===== src/rtl/core/qbrf_pkg.sv =====
// Shared types and constants for the quartic bisection root finder.
// Holds the controller states, command and status structs and register codes.
// No dependencies.
`timescale 1ns / 1ps

package qbrf_pkg;

    // Fixed widths of the evaluation datapath and of the narrow registers.
    localparam int ACC_W      = 64;
    localparam int CHUNK_W    = 32;
    localparam int TOL_W      = 13;
    localparam int ITER_W     = 8;
    localparam int CFG_ADDR_W = 3;
    localparam int STEP_W     = 2;

    localparam logic [STEP_W-1:0] STEP_LAST = 2'd3;

    localparam logic [ACC_W-1:0] ACC_MAX = 64'h7fff_ffff_ffff_ffff;
    localparam logic [ACC_W-1:0] ACC_MIN = 64'h8000_0000_0000_0000;

    // Register reset values, truncated to the coefficient width on use.
    localparam logic signed [ACC_W-1:0] COEF_X4_RST = 64'sd65536;
    localparam logic signed [ACC_W-1:0] COEF_X3_RST = -64'sd327680;
    localparam logic signed [ACC_W-1:0] COEF_X2_RST = 64'sd65536;
    localparam logic signed [ACC_W-1:0] COEF_X1_RST = -64'sd524288;
    localparam logic signed [ACC_W-1:0] COEF_X0_RST = 64'sd983040;
    localparam logic [TOL_W-1:0]        TOL_RST     = 13'd1;
    localparam logic [ITER_W-1:0]       LIMIT_RST   = 8'd200;

    // Configuration register indexes.
    typedef enum logic [CFG_ADDR_W-1:0] {
        CFG_COEF_X4    = 3'd0,
        CFG_COEF_X3    = 3'd1,
        CFG_COEF_X2    = 3'd2,
        CFG_COEF_X1    = 3'd3,
        CFG_COEF_X0    = 3'd4,
        CFG_TOLERANCE  = 3'd5,
        CFG_ITER_LIMIT = 3'd6
    } t_cfg_reg;

    // Result status codes.
    typedef enum logic [1:0] {
        ST_EXACT   = 2'd0,
        ST_TOL     = 2'd1,
        ST_LIMIT   = 2'd2,
        ST_INVALID = 2'd3
    } t_status;

    // Sign class of a polynomial value.
    typedef enum logic [1:0] {
        SG_ZERO = 2'd0,
        SG_POS  = 2'd1,
        SG_NEG  = 2'd2
    } t_sign;

    // Controller states.
    typedef enum logic [3:0] {
        S_IDLE,
        S_CHECK,
        S_EV_INIT,
        S_EV_MAG,
        S_EV_MUL,
        S_EV_ACC,
        S_EV_SCALE,
        S_EV_ADD,
        S_SAVE_A,
        S_LOOP,
        S_DECIDE,
        S_DONE
    } t_state;

    // Commands from the controller to the datapath.
    typedef struct packed {
        logic    in_load;
        logic    x_from_a;
        logic    acc_init;
        logic    mag_load;
        logic    pp_mul;
        logic    pp_acc;
        logic    scale;
        logic    add;
        logic    save_sa;
        logic    mid_calc;
        logic    bisect;
        logic    out_load;
        t_status out_status;
    } t_dp_cmd;

    // Status from the datapath to the controller.
    typedef struct packed {
        logic invalid;
        logic limit_hit;
        logic pp_last;
        logic step_last;
        logic stop;
        logic exact;
    } t_dp_stat;

    // Sign class of a 64-bit two's complement value.
    function automatic t_sign sign_of64(logic [ACC_W-1:0] v);
        t_sign s;
        if (v == '0) begin
            s = SG_ZERO;
        end else if (v[ACC_W-1]) begin
            s = SG_NEG;
        end else begin
            s = SG_POS;
        end
        return s;
    endfunction

endpackage


===== src/rtl/core/qbrf_ctrl.sv =====
// Controller state machine of the quartic bisection root finder.
// Sequences input, Horner evaluation, bisection and the output register.
// Depends on qbrf_pkg.
`timescale 1ns / 1ps

module qbrf_ctrl
    import qbrf_pkg::*;
(
    input  logic     i_clk,
    input  logic     i_rst_n,
    input  logic     i_in_valid,
    output logic     o_in_ready,
    output logic     o_out_valid,
    input  logic     i_out_ready,
    input  t_dp_stat i_stat,
    output t_dp_cmd  o_cmd
);

    t_state  r_state, n_state;
    logic    r_first, n_first;
    t_status r_status, n_status;
    logic    r_out_valid, n_out_valid;

    // State and control registers.
    always_ff @(posedge i_clk) begin
        if (!i_rst_n) begin
            r_state     <= S_IDLE;
            r_first     <= 1'b0;
            r_status    <= ST_EXACT;
            r_out_valid <= 1'b0;
        end else begin
            r_state     <= n_state;
            r_first     <= n_first;
            r_status    <= n_status;
            r_out_valid <= n_out_valid;
        end
    end

    // Next state.
    always_comb begin
        n_state = r_state;
        unique case (r_state)
            S_IDLE: begin
                if (i_in_valid) begin
                    n_state = S_CHECK;
                end
            end
            S_CHECK: begin
                n_state = i_stat.invalid ? S_DONE : S_EV_INIT;
            end
            S_EV_INIT:  n_state = S_EV_MAG;
            S_EV_MAG:   n_state = S_EV_MUL;
            S_EV_MUL: begin
                if (i_stat.pp_last) begin
                    n_state = S_EV_ACC;
                end
            end
            S_EV_ACC:   n_state = S_EV_SCALE;
            S_EV_SCALE: n_state = S_EV_ADD;
            S_EV_ADD: begin
                if (i_stat.step_last) begin
                    n_state = r_first ? S_SAVE_A : S_DECIDE;
                end else begin
                    n_state = S_EV_MAG;
                end
            end
            S_SAVE_A:   n_state = S_LOOP;
            S_LOOP: begin
                n_state = i_stat.limit_hit ? S_DONE : S_EV_INIT;
            end
            S_DECIDE: begin
                n_state = i_stat.stop ? S_DONE : S_LOOP;
            end
            S_DONE: begin
                if (!r_out_valid || i_out_ready) begin
                    n_state = S_IDLE;
                end
            end
            default:    n_state = S_IDLE;
        endcase
    end

    // Commands and control register updates.
    always_comb begin
        o_cmd            = '0;
        o_cmd.out_status = r_status;
        n_first          = r_first;
        n_status         = r_status;
        unique case (r_state)
            S_IDLE: begin
                o_cmd.in_load = i_in_valid;
            end
            S_CHECK: begin
                if (i_stat.invalid) begin
                    n_status = ST_INVALID;
                end else begin
                    o_cmd.x_from_a = 1'b1;
                    n_first        = 1'b1;
                end
            end
            S_EV_INIT:  o_cmd.acc_init = 1'b1;
            S_EV_MAG:   o_cmd.mag_load = 1'b1;
            S_EV_MUL:   o_cmd.pp_mul   = 1'b1;
            S_EV_ACC:   o_cmd.pp_acc   = 1'b1;
            S_EV_SCALE: o_cmd.scale    = 1'b1;
            S_EV_ADD:   o_cmd.add      = 1'b1;
            S_SAVE_A:   o_cmd.save_sa  = 1'b1;
            S_LOOP: begin
                if (i_stat.limit_hit) begin
                    n_status = ST_LIMIT;
                end else begin
                    o_cmd.mid_calc = 1'b1;
                    n_first        = 1'b0;
                end
            end
            S_DECIDE: begin
                if (i_stat.stop) begin
                    n_status = i_stat.exact ? ST_EXACT : ST_TOL;
                end else begin
                    o_cmd.bisect = 1'b1;
                end
            end
            S_DONE: begin
                o_cmd.out_load = !r_out_valid || i_out_ready;
            end
            default: begin
                o_cmd = '0;
            end
        endcase
    end

    // The output register holds a word until the consumer takes it.
    always_comb begin
        if (o_cmd.out_load) begin
            n_out_valid = 1'b1;
        end else if (i_out_ready) begin
            n_out_valid = 1'b0;
        end else begin
            n_out_valid = r_out_valid;
        end
    end

    assign o_in_ready  = (r_state == S_IDLE);
    assign o_out_valid = r_out_valid;

    // A loaded result is presented in the following cycle.
    a_load_shows: assert property (@(posedge i_clk) disable iff (!i_rst_n)
        o_cmd.out_load |=> r_out_valid)
        else $error("result load did not raise output valid");

    // Partial products run only right after the magnitudes are formed.
    a_mul_order: assert property (@(posedge i_clk) disable iff (!i_rst_n)
        (r_state == S_EV_MUL) |->
            ($past(r_state) == S_EV_MAG || $past(r_state) == S_EV_MUL))
        else $error("multiply state entered out of order");

    // With a free output register the finished word leaves at once.
    a_done_free: assert property (@(posedge i_clk) disable iff (!i_rst_n)
        (r_state == S_DONE && !r_out_valid) |=> (r_state == S_IDLE))
        else $error("done state stalled with a free output register");

endmodule


===== src/rtl/core/qbrf_datapath.sv =====
// Datapath of the quartic bisection root finder: registers, interval,
// shared 32x32 multiplier for Horner steps, saturation and output word.
// Depends on qbrf_pkg.
`timescale 1ns / 1ps

module qbrf_datapath
    import qbrf_pkg::*;
#(
    parameter int FRAC_BITS   = 16,
    parameter int VALUE_WIDTH = 32
) (
    input  logic                   i_clk,
    input  logic                   i_rst_n,
    input  logic                   i_cfg_we,
    input  logic [CFG_ADDR_W-1:0]  i_cfg_addr,
    input  logic [VALUE_WIDTH-1:0] i_cfg_wdata,
    input  logic [VALUE_WIDTH-1:0] i_lower_bound,
    input  logic [VALUE_WIDTH-1:0] i_upper_bound,
    input  t_dp_cmd                i_cmd,
    output t_dp_stat               o_stat,
    output logic [VALUE_WIDTH-1:0] o_root,
    output logic [1:0]             o_status,
    output logic [ITER_W-1:0]      o_iterations
);

    localparam int XC     = (VALUE_WIDTH + CHUNK_W - 1) / CHUNK_W;
    localparam int NPP    = 2 * XC;
    localparam int PP_W   = $clog2(NPP);
    localparam int SH_W   = $clog2(XC + 1);
    localparam int PROD_W = ACC_W + XC * CHUNK_W;
    localparam int VW     = VALUE_WIDTH;

    localparam logic [PP_W-1:0] PP_LAST = PP_W'(NPP - 1);

    // Configuration registers.
    logic [VW-1:0]     r_c4, r_c3, r_c2, r_c1, r_c0;
    logic [TOL_W-1:0]  r_tol;
    logic [ITER_W-1:0] r_limit;

    // Interval and evaluation state.
    logic [VW-1:0]                  r_a, r_b, r_x, r_m, r_h;
    logic [ACC_W-1:0]               r_acc, r_sc, r_pp;
    logic [1:0][CHUNK_W-1:0]        r_amag;
    logic [XC-1:0][CHUNK_W-1:0]     r_xmag;
    logic                           r_neg;
    logic [SH_W-1:0]                r_pp_sh;
    logic [PROD_W-1:0]              r_prod;
    logic [PP_W-1:0]                r_pp_idx;
    logic [STEP_W-1:0]              r_step;
    t_sign                          r_sa;
    logic [ITER_W-1:0]              r_iter;

    // Output word.
    logic [VW-1:0]     r_root;
    t_status           r_status;
    logic [ITER_W-1:0] r_iter_out;

    // Configuration writes; indexes beyond the list are ignored.
    always_ff @(posedge i_clk) begin
        if (!i_rst_n) begin
            r_c4    <= VW'(COEF_X4_RST);
            r_c3    <= VW'(COEF_X3_RST);
            r_c2    <= VW'(COEF_X2_RST);
            r_c1    <= VW'(COEF_X1_RST);
            r_c0    <= VW'(COEF_X0_RST);
            r_tol   <= TOL_RST;
            r_limit <= LIMIT_RST;
        end else if (i_cfg_we) begin
            unique case (i_cfg_addr)
                CFG_COEF_X4:    r_c4    <= i_cfg_wdata;
                CFG_COEF_X3:    r_c3    <= i_cfg_wdata;
                CFG_COEF_X2:    r_c2    <= i_cfg_wdata;
                CFG_COEF_X1:    r_c1    <= i_cfg_wdata;
                CFG_COEF_X0:    r_c0    <= i_cfg_wdata;
                CFG_TOLERANCE:  r_tol   <= i_cfg_wdata[TOL_W-1:0];
                CFG_ITER_LIMIT: r_limit <= i_cfg_wdata[ITER_W-1:0];
                default: begin
                end
            endcase
        end
    end

    // Magnitudes and product sign of the next Horner multiply.
    logic [ACC_W-1:0] w_acc_mag;
    logic [VW-1:0]    w_x_mag;
    assign w_acc_mag = r_acc[ACC_W-1] ? (ACC_W'(0) - r_acc) : r_acc;
    assign w_x_mag   = r_x[VW-1] ? (VW'(0) - r_x) : r_x;

    // One 32x32 partial product per cycle from the chunk pair at r_pp_idx.
    logic [CHUNK_W-1:0] w_a_chunk, w_x_chunk;
    logic [SH_W-1:0]    w_xi;
    logic [ACC_W-1:0]   w_pp;
    logic [SH_W-1:0]    w_sh;

    assign w_a_chunk = r_amag[r_pp_idx[0]];

    if (XC == 1) begin : g_x_one
        assign w_x_chunk = r_xmag[0];
        assign w_xi      = '0;
    end else begin : g_x_multi
        assign w_x_chunk = r_xmag[r_pp_idx[PP_W-1:1]];
        assign w_xi      = SH_W'(r_pp_idx[PP_W-1:1]);
    end

    assign w_pp = ACC_W'(w_a_chunk) * ACC_W'(w_x_chunk);
    assign w_sh = SH_W'(r_pp_idx[0]) + w_xi;

    // Previous partial product placed at its chunk offset.
    logic [PROD_W-1:0] w_pp_shifted;
    assign w_pp_shifted = PROD_W'(r_pp) << (r_pp_sh * CHUNK_W);

    // Drop the fraction bits and saturate the magnitude to the signed range.
    logic             w_ovf, w_over_lim;
    logic [ACC_W-1:0] w_q, w_qs, w_sc;
    assign w_ovf      = |r_prod[PROD_W-1:ACC_W+FRAC_BITS];
    assign w_q        = r_prod[ACC_W+FRAC_BITS-1:FRAC_BITS];
    assign w_over_lim = r_neg ? (w_q[ACC_W-1] && (|w_q[ACC_W-2:0])) : w_q[ACC_W-1];
    assign w_qs       = (w_ovf || w_over_lim) ? (r_neg ? ACC_MIN : ACC_MAX) : w_q;
    assign w_sc       = r_neg ? (ACC_W'(0) - w_qs) : w_qs;

    // Coefficient of this Horner step, sign extended.
    logic [VW-1:0]    w_coef;
    logic [ACC_W-1:0] w_coef64, w_sum, w_sat;
    always_comb begin
        unique case (r_step)
            2'd0:    w_coef = r_c3;
            2'd1:    w_coef = r_c2;
            2'd2:    w_coef = r_c1;
            default: w_coef = r_c0;
        endcase
    end
    assign w_coef64 = {{(ACC_W-VW){w_coef[VW-1]}}, w_coef};
    assign w_sum    = r_sc + w_coef64;

    // Saturating add.
    always_comb begin
        if ((r_sc[ACC_W-1] == w_coef64[ACC_W-1]) && (w_sum[ACC_W-1] != r_sc[ACC_W-1])) begin
            w_sat = w_coef64[ACC_W-1] ? ACC_MIN : ACC_MAX;
        end else begin
            w_sat = w_sum;
        end
    end

    // Half width and midpoint; b > a keeps the difference positive.
    logic [VW:0]   w_diff;
    logic [VW-1:0] w_h, w_m;
    assign w_diff = {r_b[VW-1], r_b} - {r_a[VW-1], r_a};
    assign w_h    = w_diff[VW:1];
    assign w_m    = r_a + w_h;

    t_sign w_sm;
    assign w_sm = sign_of64(r_acc);

    // Horner evaluation and bisection registers.
    always_ff @(posedge i_clk) begin
        if (!i_rst_n) begin
            r_pp_idx <= '0;
            r_step   <= '0;
            r_iter   <= '0;
        end else begin
            if (i_cmd.in_load) begin
                r_a    <= i_lower_bound;
                r_b    <= i_upper_bound;
                r_iter <= '0;
            end
            if (i_cmd.x_from_a) begin
                r_x <= r_a;
            end
            if (i_cmd.acc_init) begin
                r_acc  <= {{(ACC_W-VW){r_c4[VW-1]}}, r_c4};
                r_step <= '0;
            end
            if (i_cmd.mag_load) begin
                r_amag   <= w_acc_mag;
                r_xmag   <= (XC * CHUNK_W)'(w_x_mag);
                r_neg    <= r_acc[ACC_W-1] ^ r_x[VW-1];
                r_pp     <= '0;
                r_pp_sh  <= '0;
                r_prod   <= '0;
                r_pp_idx <= '0;
            end
            // Multiply the next chunk pair while the previous one is summed.
            if (i_cmd.pp_mul) begin
                r_pp     <= w_pp;
                r_pp_sh  <= w_sh;
                r_prod   <= r_prod + w_pp_shifted;
                r_pp_idx <= r_pp_idx + 1'b1;
            end
            if (i_cmd.pp_acc) begin
                r_prod <= r_prod + w_pp_shifted;
            end
            if (i_cmd.scale) begin
                r_sc <= w_sc;
            end
            if (i_cmd.add) begin
                r_acc  <= w_sat;
                r_step <= r_step + 1'b1;
            end
            if (i_cmd.save_sa) begin
                r_sa <= w_sm;
            end
            if (i_cmd.mid_calc) begin
                r_h <= w_h;
                r_m <= w_m;
                r_x <= w_m;
            end
            // Keep the half where the sign changes.
            if (i_cmd.bisect) begin
                r_iter <= r_iter + 1'b1;
                if (w_sm == r_sa) begin
                    r_a  <= r_m;
                    r_sa <= w_sm;
                end else begin
                    r_b <= r_m;
                end
            end
        end
    end

    // Output word.
    always_ff @(posedge i_clk) begin
        if (i_cmd.out_load) begin
            r_status   <= i_cmd.out_status;
            r_iter_out <= r_iter;
            if (i_cmd.out_status == ST_EXACT || i_cmd.out_status == ST_TOL) begin
                r_root <= r_m;
            end else begin
                r_root <= '0;
            end
        end
    end

    // Status toward the controller.
    assign o_stat.invalid   = ($signed(r_a) >= $signed(r_b));
    assign o_stat.limit_hit = (r_iter >= r_limit);
    assign o_stat.pp_last   = (r_pp_idx == PP_LAST);
    assign o_stat.step_last = (r_step == STEP_LAST);
    assign o_stat.exact     = (w_sm == SG_ZERO);
    assign o_stat.stop      = (w_sm == SG_ZERO) || (r_h < VW'(r_tol));

    assign o_root       = r_root;
    assign o_status     = r_status;
    assign o_iterations = r_iter_out;

    // The midpoint stays inside the current interval.
    a_mid_inside: assert property (@(posedge i_clk) disable iff (!i_rst_n)
        i_cmd.mid_calc |=> ($signed(r_m) >= $signed(r_a) && $signed(r_m) <= $signed(r_b)))
        else $error("midpoint left the interval");

    // No result reports more halving steps than the limit allows.
    a_iter_bound: assert property (@(posedge i_clk) disable iff (!i_rst_n)
        i_cmd.out_load |-> (r_iter <= r_limit))
        else $error("iteration count exceeds the limit");

endmodule


===== src/rtl/core/quartic_bisection_root_finder.sv =====
// Top level of the quartic bisection root finder.
// Joins the controller and the datapath; depends on qbrf_pkg, qbrf_ctrl and qbrf_datapath.
//
//   Channel   Handshake                       Word
//   input     i_in_valid / o_in_ready         i_lower_bound, i_upper_bound
//   output    o_out_valid / i_out_ready       o_root, o_status, o_iterations
//   config    i_cfg_we (no wait)              i_cfg_addr, i_cfg_wdata
//
// One polynomial evaluation runs four Horner steps, each of which forms
// 2 * ceil(VALUE_WIDTH / 32) 32x32 partial products on the single shared multiplier
// (2 at the default width). Each halving step evaluates the polynomial once at the
// midpoint, after a first evaluation at the lower bound; an invalid interval goes
// straight to the output register without any evaluation.
// Reset is synchronous and active low and restores the register defaults.
// A new word is taken while a finished one waits in the output register.
`timescale 1ns / 1ps

module quartic_bisection_root_finder
    import qbrf_pkg::*;
#(
    parameter int FRAC_BITS   = 16,
    parameter int VALUE_WIDTH = 32
) (
    input  logic                   i_clk,
    input  logic                   i_rst_n,
    input  logic                   i_cfg_we,
    input  logic [CFG_ADDR_W-1:0]  i_cfg_addr,
    input  logic [VALUE_WIDTH-1:0] i_cfg_wdata,
    input  logic                   i_in_valid,
    output logic                   o_in_ready,
    input  logic [VALUE_WIDTH-1:0] i_lower_bound,
    input  logic [VALUE_WIDTH-1:0] i_upper_bound,
    output logic                   o_out_valid,
    input  logic                   i_out_ready,
    output logic [VALUE_WIDTH-1:0] o_root,
    output logic [1:0]             o_status,
    output logic [ITER_W-1:0]      o_iterations
);

    t_dp_cmd  w_cmd;
    t_dp_stat w_stat;

    // Sequencer.
    qbrf_ctrl u_ctrl (
        .i_clk       (i_clk),
        .i_rst_n     (i_rst_n),
        .i_in_valid  (i_in_valid),
        .o_in_ready  (o_in_ready),
        .o_out_valid (o_out_valid),
        .i_out_ready (i_out_ready),
        .i_stat      (w_stat),
        .o_cmd       (w_cmd)
    );

    // Arithmetic and storage.
    qbrf_datapath #(
        .FRAC_BITS   (FRAC_BITS),
        .VALUE_WIDTH (VALUE_WIDTH)
    ) u_datapath (
        .i_clk         (i_clk),
        .i_rst_n       (i_rst_n),
        .i_cfg_we      (i_cfg_we),
        .i_cfg_addr    (i_cfg_addr),
        .i_cfg_wdata   (i_cfg_wdata),
        .i_lower_bound (i_lower_bound),
        .i_upper_bound (i_upper_bound),
        .i_cmd         (w_cmd),
        .o_stat        (w_stat),
        .o_root        (o_root),
        .o_status      (o_status),
        .o_iterations  (o_iterations)
    );

endmodule


===== config.mk =====
export PLATFORM = sky130hd
export DESIGN_NAME = quartic_bisection_root_finder
export DESIGN_NICKNAME = d
export VERILOG_FILES = /design/src/rtl/core/qbrf_pkg.sv /design/src/rtl/core/qbrf_ctrl.sv /design/src/rtl/core/qbrf_datapath.sv /design/src/rtl/core/quartic_bisection_root_finder.sv
export SDC_FILE = /design/constraint.sdc
export NUM_CORES = 2
export LEC_CHECK = 0
export BUFFER_PORTS_ARGS = -buffer_cell sky130_fd_sc_hd__buf_2
export CORE_MARGIN = 1
export CORE_UTILIZATION = 47
export CTS_BUF_LIST = sky130_fd_sc_hd__clkbuf_2
export CTS_CLUSTER_SIZE = 40
export DETAILED_ROUTE_END_ITERATION = 10
export GPL_ROUTABILITY_DRIVEN = 0
export PLACE_DENSITY = 0.64
export SLEW_MARGIN = 20
export SYNTH_ARGS = -nofsm -noshare
export SYNTH_HDL_FRONTEND = slang
export SYNTH_SLANG_ARGS = --single-unit

===== constraint.sdc =====
create_clock -name i_clk -period 22.7 [get_ports i_clk]
set_clock_uncertainty 0.2 [all_clocks]
set_input_delay 3.405 -clock i_clk [delete_from_list [all_inputs] [get_ports i_clk]]
set_output_delay 3.405 -clock i_clk [all_outputs]
set_load 0.02 [all_outputs]

==> summary.txt <==
Outcome = finished, final reports clean
EDFF count, synth = 590
Row count = 151
Synth warn = 0
Fin area = 0.0853 mm²
Gr usage total = 0.274
First-pass GRT wire length = 371000 µm
Slowest cell on the critical path = mux2_2
Highest metal layer with signal wires = met5
Root Driver = clkbuf_2
Drt wl/cell = 21.3 µm
Clk sinks = 790
Worst-path maximum fanout = 33
DIE HEIGHT = 416 µm
Worst-margin pin slew = 1150 ps
Initial antenna violation count = 10
Clock Latency Late Sink = 1590 ps
Post-Syn Instances = 8768
Routed WL = 236000 µm
Drt via density = 5.76
CTS clock-pin slew for the worst setup and hold paths = 120 ps
HP Class = flop to flop
Post-cts gate resize count = 0
Worst EP arrival = 10900 ps
# setup viols final = 0
RSZ-0062 raised after global routing = false
Slew headroom = 0.236
CTS tree = yes
Most used cell, CP = fa_1
Footprint of the multi-input gates = 0.0535 mm²
Postcts setup bufs = 0
GRT overflow = 0
Num CTS Buffers = 195
Wl on met1 = 102000 µm
Fin. Hold Viols = 0
Vias in the first global route = 63700
H-tree depth = 4
Commonest cells in the netlist = 1126 x nand2_1, 1002 x inv_1, 901 x fa_1
Initial Utilization = 0.475
HPWL after DPL = 182000 µm
Full die area = 0.173 mm²
Synthesized flop and latch total = 790
Met3 WL post-DR = 18500 µm
Final worst path period need = 9960 ps
Total Negative Setup Slacks = 0 ps
Core area = 0.170 mm²
Layout cells sized above 1 = 0.0767
Max-cap viol count = 0
Flip-flop and latch area = 0.0217 mm²
Routed Antenna Nets = 0
Filler instances = 15800
Critical Path RT = 23640 ps
Ys flop type = edfxtp_1
Top post-synthesis cells by area = fa_1 22%, edfxtp_1 22%, ha_1 8.0%
Mapped Nets = 10300
Setup crit end kind = flop
Most common cell in the netlist = nand2_1
CTS Hold Buffers Added = 0
Max incr delay on CP = 670 ps
Via count = 64000
DR DRC count = 0
Yosys top cell area share = 0.224
Syn avg cell area = 9.20 µm²
Fin nets = 10200
Critical path class = flop to flop
Max frequency = 100 MHz
Mapped Area = 0.0807 mm²
Synth area leader = fa_1
Post-DP Area = 0.0833 mm²
Register area share after synthesis = 0.269
Final period util = 0.439
Pins over their slew limit = 0
Largest net degree at the start of global routing = 93
Startpoint types = flop
DRT iter0 DRCs = 5965
CTS Buffer Depth = 3
# port buffers = 147
Pre-antenna DRT Iters = 7
Die Width = 416 µm
# IOs = 148
Area Growth Syn to Fin = 5.66%
DR WL met2 = 108000 µm
Async SR Flop Fraction = 0
Distinct cells, synth = 86
[sequential cells by signal, summed over array words and instances (netlist names), 64 cells and up, named ones only]
name / flops
u_datapath.r_prod: 96
u_datapath.r_pp: 64
u_datapath.r_acc: 64
u_datapath.r_amag: 64
u_datapath.r_sc: 64
[kinds of logic (layout without fill, tap and decap cells)]
kind of cell	Yosys count	in the layout	synth area share
simple gates	2967	2967	0.178
other cells	0	4	0
buf+inv	1482	1602	0.0691
flops	790	790	0.269
xor+xnor	352	352	0.0382
compound gates	1609	1609	0.123
fa+ha+maj	1414	1414	0.303
mux	154	154	0.0202
[final timing paths]
| check | startpoint | endpoint | slack [ps] | cells past startpoint |
|---|---|---|---|---|
| max | u_datapath.r_pp_idx | u_datapath.r_pp[55] | 12740 | 28 |
| min | u_datapath.r_c0[4] | u_datapath.r_c0[4] | 260 | 2 |
| max reg2reg | u_datapath.r_pp_idx | u_datapath.r_pp[55] | 12740 | 28 |
| min reg2reg | u_datapath.r_c0[4] | u_datapath.r_c0[4] | 260 | 2 |
[layer usage]
layer / GRT usage / up-vias
met5: 0 / -
met4: 0.0983 / 8
met3: 0.0453 / 428
met2: 0.431 / 2624
met1: 0.381 / 31800
li1: - / 29200
[final cells by class]
class	instances	share of cell area
sequential	790	0.255
clock inverter	95	0.00787
tap	2218	0.0325
clock buffer	261	0.0153
antenna	4	0.000117
inverter	1004	0.0442
timing repair buffer	242	0.0173
multi-input combinational	6496	0.628
[cells in the final DEF, fill, tap and decap left out, types with 101 or more instances in the layout]
cell type | netlist | final
o21ai_0 | 339 | 339
nor2b_1 | 119 | 117
xor2_1 | 113 | 113
a21o_1 | 194 | 193
a21oi_1 | 615 | 615
and2_1 | 631 | 630
nor3_1 | 103 | 101
ha_1 | 513 | 513
fa_1 | 901 | 901
buf_2 | 2 | 146
clkbuf_2 | 0 | 261
xnor2_1 | 239 | 239
nand2_1 | 1126 | 1124
inv_1 | 1002 | 1002
dfxtp_1 | 200 | 200
nor2_1 | 531 | 525
edfxtp_1 | 590 | 590
nand3_1 | 117 | 116
[per-stage QoR]
step           hold WS (ps)  cells  utilization  setup WS [ps]
6_report                261  11100        0.502          12740
5_1_grt                 273  11100        0.502          12340
4_1_cts                 261  11100        0.502          12850
3_5_place_dp            247  10700        0.490          13020
3_3_place_gp            241  10700        0.490          13170
2_1_floorplan           236   8768            -          13510
[critical path: cells and delay by family, from the launching register on]
family / cells / cell delay, ps
fa+ha+maj: 9 / 4440
compound gates: 8 / 2370
simple gates: 4 / 740
mux: 1 / 670
buf+inv: 5 / 610
flops: 1 / 330
xor+xnor: 1 / 170
Power is left out: the tool's default activity adds up to more than one toggle a clock period on the data nets, which glitch-free logic cannot reach.
